**config.mk**
```make
export PLATFORM = sky130hd
export DESIGN_NAME = sgb_ctrl
export DESIGN_NICKNAME = d
export VERILOG_FILES = /design/src/rtl/sgb_pkg.sv /design/src/rtl/sgb_ctrl.sv
export VERILOG_INCLUDE_DIRS = /design/src /design/src/rtl
export SDC_FILE = /design/constraint.sdc
export NUM_CORES = 1
export LEC_CHECK = 0
export BUFFER_PORTS_ARGS = -buffer_cell sky130_fd_sc_hd__buf_2
export CORE_AREA = 2 2 39 41
export CTS_BUF_LIST = sky130_fd_sc_hd__clkbuf_16
export DETAILED_ROUTE_END_ITERATION = 8
export DIE_AREA = 0 0 41 43
export PLACE_DENSITY = 0.35
export SLEW_MARGIN = 20
export SYNTH_ARGS = -nofsm -noshare
export SYNTH_HDL_FRONTEND = slang
export SYNTH_SLANG_ARGS = --single-unit
```
**constraint.sdc**
```tcl
create_clock -name clk -period 1.3 [get_ports clk]
set_input_delay 0.26 -clock clk [delete_from_list [all_inputs] [get_ports clk]]
set_output_delay 0.26 -clock clk [all_outputs]
set_load 0.01 [all_outputs]
```
**src/rtl/scaled_glyph_blitter_two_plane_assert.svh**
```systemverilog
// assertion macros for the glyph blitter
`ifndef SCALED_GLYPH_BLITTER_TWO_PLANE_ASSERT_SVH
`define SCALED_GLYPH_BLITTER_TWO_PLANE_ASSERT_SVH

// same-cycle implication, disabled in reset
`define SGB_ASSERT_NOW(label, ante, cons) \
  label: assert property (@(posedge clk) disable iff (!rst_n) (ante) |-> (cons)) \
    else $error("sgb assertion failed");

// next-cycle implication, disabled in reset
`define SGB_ASSERT_NEXT(label, ante, cons) \
  label: assert property (@(posedge clk) disable iff (!rst_n) (ante) |=> (cons)) \
    else $error("sgb assertion failed");

`endif

```
**src/rtl/sgb_pkg.sv**
```systemverilog
package sgb_pkg;

  typedef enum logic [1:0] {
    ACT_DRAW  = 2'd0,
    ACT_WRITE = 2'd1,
    ACT_READ  = 2'd2
  } action_t;

  typedef enum logic [1:0] {
    ST_IDLE,
    ST_RD_WAIT,
    ST_DRAW_RD,
    ST_DRAW_WR
  } state_t;

  localparam logic [1:0] INK_BLACK = 2'd0;
  localparam logic [1:0] INK_RED   = 2'd2;

  localparam int GLYPH_COLS = 5;
  localparam int GLYPH_ROWS = 7;
  localparam logic [7:0] LEFT_BIT = 8'h80;
  // origin is 16 bits, glyph spans at most 5*15 by 7*15 pixels (4-bit zoom)
  localparam int COORD_W = 18;

  typedef struct packed {
    logic load;
    logic host_rd;
    logic host_wr;
    logic pix_rd;
    logic pix_wr;
    logic step;
    logic out_valid;
  } cmd_t;

  typedef struct packed {
    action_t act;
    logic    addr_ok;
    logic    zoom_zero;
    logic    pix_ok;
    logic    last_pix;
  } sts_t;

endpackage

```
**src/rtl/sgb_ctrl.sv**
```systemverilog
module sgb_ctrl (
  input  logic          clk,
  input  logic          rst_n,
  input  logic          start,
  input  sgb_pkg::sts_t sts,
  output logic          busy,
  output sgb_pkg::cmd_t cmd
);
  import sgb_pkg::*;

  `include "scaled_glyph_blitter_two_plane_assert.svh"

  state_t state_r, state_nxt;

  always_ff @(posedge clk) begin
    if (!rst_n) begin
      state_r <= ST_IDLE;
    end else begin
      state_r <= state_nxt;
    end
  end

  always_comb begin
    state_nxt = state_r;
    case (state_r)
      ST_IDLE: begin
        if (start) begin
          case (sts.act)
            ACT_DRAW: begin
              if (!sts.zoom_zero) state_nxt = ST_DRAW_RD;
            end
            ACT_READ: state_nxt = ST_RD_WAIT;
            default:  state_nxt = ST_IDLE;
          endcase
        end
      end
      ST_RD_WAIT: state_nxt = ST_IDLE;
      ST_DRAW_RD: begin
        if (sts.pix_ok) begin
          state_nxt = ST_DRAW_WR;
        end else if (sts.last_pix) begin
          state_nxt = ST_IDLE;
        end
      end
      ST_DRAW_WR: begin
        state_nxt = sts.last_pix ? ST_IDLE : ST_DRAW_RD;
      end
      default: state_nxt = ST_IDLE;
    endcase
  end

  always_comb begin
    cmd  = '0;
    busy = 1'b1;
    case (state_r)
      ST_IDLE: begin
        busy = 1'b0;
        if (start) begin
          case (sts.act)
            ACT_DRAW:  cmd.load    = !sts.zoom_zero;
            ACT_WRITE: cmd.host_wr = sts.addr_ok;
            ACT_READ:  cmd.host_rd = 1'b1;
            default:   cmd         = '0;
          endcase
        end
      end
      ST_RD_WAIT: cmd.out_valid = 1'b1;
      ST_DRAW_RD: begin
        cmd.pix_rd = sts.pix_ok;
        cmd.step   = !sts.pix_ok;
      end
      ST_DRAW_WR: begin
        cmd.pix_wr = 1'b1;
        cmd.step   = 1'b1;
      end
      default: cmd = '0;
    endcase
  end

  `SGB_ASSERT_NOW(a_out_after_read, cmd.out_valid, $past(cmd.host_rd))
  `SGB_ASSERT_NEXT(a_rd_then_wr, cmd.pix_rd, cmd.pix_wr)
  `SGB_ASSERT_NOW(a_host_only_idle, cmd.host_wr || cmd.host_rd || cmd.load, !busy)

endmodule

```
==> results of run 1 <==
## metal layers
| metal | vias up | global-route usage [%] | share of wire [%] |
|---|---|---|---|
| li1 | 136 | - | - |
| met1 | 109 | 10.22 | 48 |
| met4 | 0 | 2.000 | 0 |
| met3 | 0 | 6.283 | 11 |
| met2 | 16 | 10.00 | 41 |
| met5 | - | 0 | 0 |
## where the power goes
part,leakage [nW],total (W),switching [W],internal (W)
clock network,0.0370,0.000456,0.0000647,0.000391
logic,0.179,0.000104,0.0000473,0.0000570
registers,0.0175,0.0000699,0.00000409,0.0000658
total,0.234,0.000630,0.000116,0.000514
## synthesized netlist by cell type
cell	count
nand4b_1	1
a21boi_0	3
nor3_1	1
nand3b_1	1
a21oi_1	1
nand3_1	1
nor4_1	1
inv_1	4
o2111a_1	1
nand2b_1	1
nor2_1	3
dfxtp_1	2
nand2_1	2
or3b_1	1
and2_1	1
## metrics by stage
stage,area (sq um),setup slack [ps]
after floorplan,166.4,123.2
after global placement,274.0,74.73
after detailed placement,274.0,71.12
after CTS,401.6,-76.73
after global routing,431.7,-105.7
final,431.7,-44.68
## path summary, 6_finish.rpt
kind              depth (start not counted)       start         end  slack (ps)
setup reg to reg                          6  state_r[0]  state_r[0]         120
hold reg to reg                           3  state_r[1]  state_r[0]         660
hold / removal                            2       rst_n  state_r[0]         300
setup / recovery                          5  state_r[0]      cmd[5]         -40
## layout make-up
type                       count  area (sq um)
timing repair buffer          23         136.4
clock buffer                   3         75.07
tap                           16         20.02
sequential                     2         45.04
fill                         153         952.2
multi-input combinational     18         137.6
inverter                       4         17.52
## critical path, stage by stage, from the launching register on
cell and delay, ps:
dfxtp_4 340, nor2_4 140, buf_6 100, nand4b_1 110
inv_1 70, buf_2 120
## cells by family (layout without fill, tap and decap cells)
family,Yosys count,after routing,synth area share (%)
compound gates,5,5,23.30
buf+inv,4,30,9.020
flops,2,2,24.06
simple gates,13,13,43.62
## repair_timing
item,4_1_cts,5_1_grt
gates resized for setup,6,7
setup buffers,5,1
setup endpoints to repair,3,6
pin swaps,3,2
==> results.yml, run 1 <==
logic_synthesis:
  netlist_instances: 24
  avgSynthCellArea_sq_um: 6.934
  ys_seq_area_share_pct: 24.06
  synth_cell_types: 15
  yosysWarnings: 0
  yosysTopAreaCell: "dfxtp_1"
  synth_top_area_share_pct: 24.06
  syn_area_sq_um: 166.4
  synth.ff_latch_count: 2
  synth_area_leaders: "dfxtp_1 (24%), a21boi_0 (14%), inv_1 (9.0%), nor2_1 (6.8%), o2111a_1 (6.8%)"
  syn-num-nets: 33
final_layout:
  fin_nets: 61
  num_antenna_cells: 0
  area_growth_pct: 159.4
  final_cell_mix: "buf_2 (16), buf_4 (6), inv_1 (3), clkbuf_16 (3)"
  largest_reg_flops: 2
  postLayoutCoreUtil_pct: 31.19
  layout_commonest_cell: "buf_2"
  regMostFlops: "state_r"
  drive_gt1_share_pct: 68.00
  instances_no_fill: 66
  top_regs: "state_r: 2 flops"
power_and_ir_drop:
  p_per_area_mw_per_mm2: 1459
  power.leakage_nw: 0.2337
  p_total_w: 0.0006298
  ir_worst_vdd_uv: 1430
detailed_routing:
  wl_microns: 610
  drtIter0Drc: 1
  routedWlPerCell_microns: 9.242
  drtAntennaViolNets: 0
  dr.pass1.iters: 4
  viasPerCell: 3.955
  drc: 0
  num_vias: 261
placement:
  dp.cells: 57
  place.gp.congestion: 0.6170
  dpl.hpwl_microns: 428.5
  io_buffers: 16
clocking:
  cts_made_buffers: 3
  postCtsHoldBufs: 0
  clk_latency_ps: 220
  cts.sinks: 2
  h-tree-depth: 1
  cts_root_buf: "clkbuf_16"
  cts_buffer_depth: 2
  cts_tree: "yes"
  path_clk_slew_ps: 30
timing:
  finalSetupViolCount: 3
  rsz0062_at_grt: "yes"
  final_max_slew_viol_count: 0
  min_period_over_period_pct: 103.4
  setup_slack_ps: -44.68
  relSlewSlack_pct: 88.13
  fin_setup_tns_ps: -81.35
  fin_crit_ps: 1345
  worstMarginPinSlew_ps: 176.5
  max_freq_mhz: 743.7
  hold_slack_ps: 303.5
  finalClockSkew_ps: 2.728
  finalHoldViolations: 0
grt:
  grtUsageTotal_pct: 7.916
  grt_max_degree: 8
  gr-total-overflow: 0
  first_global_vias: 219
  antenna_found_initial: 0
  grt_first_pass_wirelength_microns: 890
setup_path:
  crit_required_ps: 1040
  worstSetupStartpointType: "flip-flop"
  cp-end-kind: "output pin"
  cp_max_fo: 3
  worstSetupPathType: "flip-flop to output pin"
  crit_arrival_ps: 1080
floorplan:
  die_w_microns: 41
  row_count: 14
  coreArea_sq_mm: 0.001384
  start_util_pct: 12.03
  pin_count: 17
  fp.dieH_microns: 43
  dieArea_sq_mm: 0.001763
run:
  cap_violations: 0
worst_hold_path:
  hold_class: "input pin to flip-flop"
run_status:
  violations: "negative setup slack"
  status: "finished with violations"
No activity file was read; power rests on OpenSTA's default activity.
==> run 2: changes to the inputs <==
==> constraint.sdc (replaced) <==
create_clock -name clk -period 1.4 [get_ports clk]
set_input_delay 0.07 -clock clk [delete_from_list [all_inputs] [get_ports clk]]
set_output_delay 0.07 -clock clk [all_outputs]
set_load 0.01 [all_outputs]
==> run 2 against run 1 <==
- the run now ends clean
- sequential share of layout area grew 1.3 points
- clock power shrank 4.6%
- largest cell class unchanged
- worst hold slack lost 180 ps
- combinational power shrank 44%
- clock skew grew 0.85 ps
- largest power group unchanged
- critical endpoint is now cmd[6]
==> results.yml, run 2 (synthesis results as in run 1) <==
run_status:
  status: "finished, final reports clean"
setup_path:
  worstSetupStartpointType: "flip-flop"
  cp_num_buf_inv: 1
  slowest_delay_ps: 350
  crit_chain: "nor2_1 -> nand2_1 -> nor4_1 -> buf_2"
  startpoint: "state_r[1]"
  crit_family: "simple AND/OR/NAND/NOR gates"
  worstReg2RegStart: "state_r[1]"
  worstSetupPathType: "flip-flop to output pin"
  cp_max_fo: 8
  crit_arrival_ps: 1170
  cp-end-kind: "output pin"
  crit_required_ps: 1330
  critPathSlowestCell: "dfxtp_1"
grt:
  first_global_vias: 199
  gr-total-overflow: 0
  grt_first_pass_wirelength_microns: 821
  grt_max_degree: 9
  grtUsageTotal_pct: 8.016
  antenna_found_initial: 0
clocking:
  cts_tree: "yes"
  cts_made_buffers: 3
  clk_latency_ps: 220
  cts_buffer_depth: 2
  post_cts_buffers: 0
  h-tree-depth: 1
  cts_root_buf: "clkbuf_16"
  path_clk_slew_ps: 30
  postCtsHoldBufs: 0
  cts.sinks: 2
  cts_resized: 0
final_layout:
  top_regs: "state_r: 2 flops"
  num_antenna_cells: 0
  nFillCells: 153
  regMostFlops: "state_r"
  drive_gt1_share_pct: 44.19
  largest_reg_flops: 2
  final_cell_mix: "buf_2 (16), inv_1 (4), nor2_1 (3), a21boi_0 (3), clkbuf_16 (3)"
  layout_commonest_cell: "buf_2"
  postLayoutCoreUtil_pct: 24.68
  multi_input_area_sq_um: 111.4
  area_growth_pct: 105.3
  fin_nets: 54
  regArea_sq_um: 40.04
placement:
  place.gp.congestion: 0.6119
  dp_worst_setup_slack_ps: 377.0
  io_buffers: 16
  dpl.hpwl_microns: 419.1
timing:
  finalClockSkew_ps: 3.583
  setup_slack_ps: 155.1
  rsz0062_at_grt: "no"
  relSlewSlack_pct: 85.34
  final_max_slew_viol_count: 0
  worstMarginPinSlew_ps: 219.6
  fin_setup_tns_ps: 0
  finalHoldViolations: 0
  min_period_over_period_pct: 88.92
  max_freq_mhz: 803.3
  fin_crit_ps: 1245
  finalSetupViolCount: 0
detailed_routing:
  num_vias: 245
  drtIter0Drc: 5
  dr.pass1.iters: 4
  viasPerCell: 4.153
  routedWlPerCell_microns: 9.610
  wl_microns: 567
  drc: 0
  drtAntennaViolNets: 0
run:
  cap_violations: 0
worst_hold_path:
  hold_start: "rst_n"
  hold_class: "input pin to flip-flop"
floorplan:
  row_count: 14
  dieArea_sq_mm: 0.001763
  start_util_pct: 12.03
  coreArea_sq_mm: 0.001384
  die_w_microns: 41
  fp.dieH_microns: 43
  pin_count: 17
power_and_ir_drop:
  power.leakage_nw: 0.1923
  ir_worst_vdd_uv: 667.4
  p_per_area_mw_per_mm2: 1641
[run 2: changes by cell type in the layout (fill, tap and decap cells not counted), sizes merged]
| cell | change |
|---|---|
| buf | -7 |
[run 2: final timing paths]
path / to / depth (start not counted) / slack, ps
worst max-delay path: cmd[6] / 4 / 160
worst min-delay path: state_r[0] / 2 / 120
worst max register to register: state_r[1] / 2 / 410
worst min register to register: state_r[0] / 2 / 610
[run 2: cell type report]
type,instances,area share [%]
clock buffer,3,21.98
inverter,4,4.396
multi-input combinational,18,32.60
sequential,2,11.72
tap,16,5.861
timing repair buffer,16,23.44
[run 2: worst register-to-register path: cells and delay by family, from the launching register on]
kind	cells	cell delay, ps
DFF	1	350
and+or+nand+nor	1	390
AOI/OAI and AO/OA	1	140
[run 2: power by group]
group | internal, W | leakage, nW | total (W) | switching [W]
Combinational | 0.0000282 | 0.139 | 0.0000582 | 0.0000300
Clock | 0.000364 | 0.0370 | 0.000435 | 0.0000711
Sequential | 0.0000614 | 0.0164 | 0.0000672 | 0.00000577
Total | 0.000454 | 0.192 | 0.000560 | 0.000107
[run 2: per-layer routing]
| layer | global-route usage (%) | share of wire [%] | up-vias | routed length, microns |
|---|---|---|---|---|
| li1 | - | - | 125 | - |
| met1 | 9.904 | 46 | 99 | 259 |
| met2 | 7.813 | 34 | 19 | 194 |
| met3 | 4.712 | 16 | 2 | 92 |
| met4 | 10.00 | 3.7 | 0 | 21 |
| met5 | 0 | 0 | - | 0 |
[run 2: stage by stage]
stage | instances | hold WS [ps] | power (W) | cell area (sq um)
3_5_place_dp | 56 | 351.5 | 0.0001264 | 266.5
5_1_grt | 59 | 125.7 | 0.0005810 | 341.6
4_1_cts | 59 | 122.4 | 0.0005689 | 341.6
2_1_floorplan | 24 | 190.4 | 0.00009587 | 166.4
6_report | 59 | 121.8 | 0.0005604 | 341.6
3_3_place_gp | 56 | 353.5 | 0.0001279 | 266.5
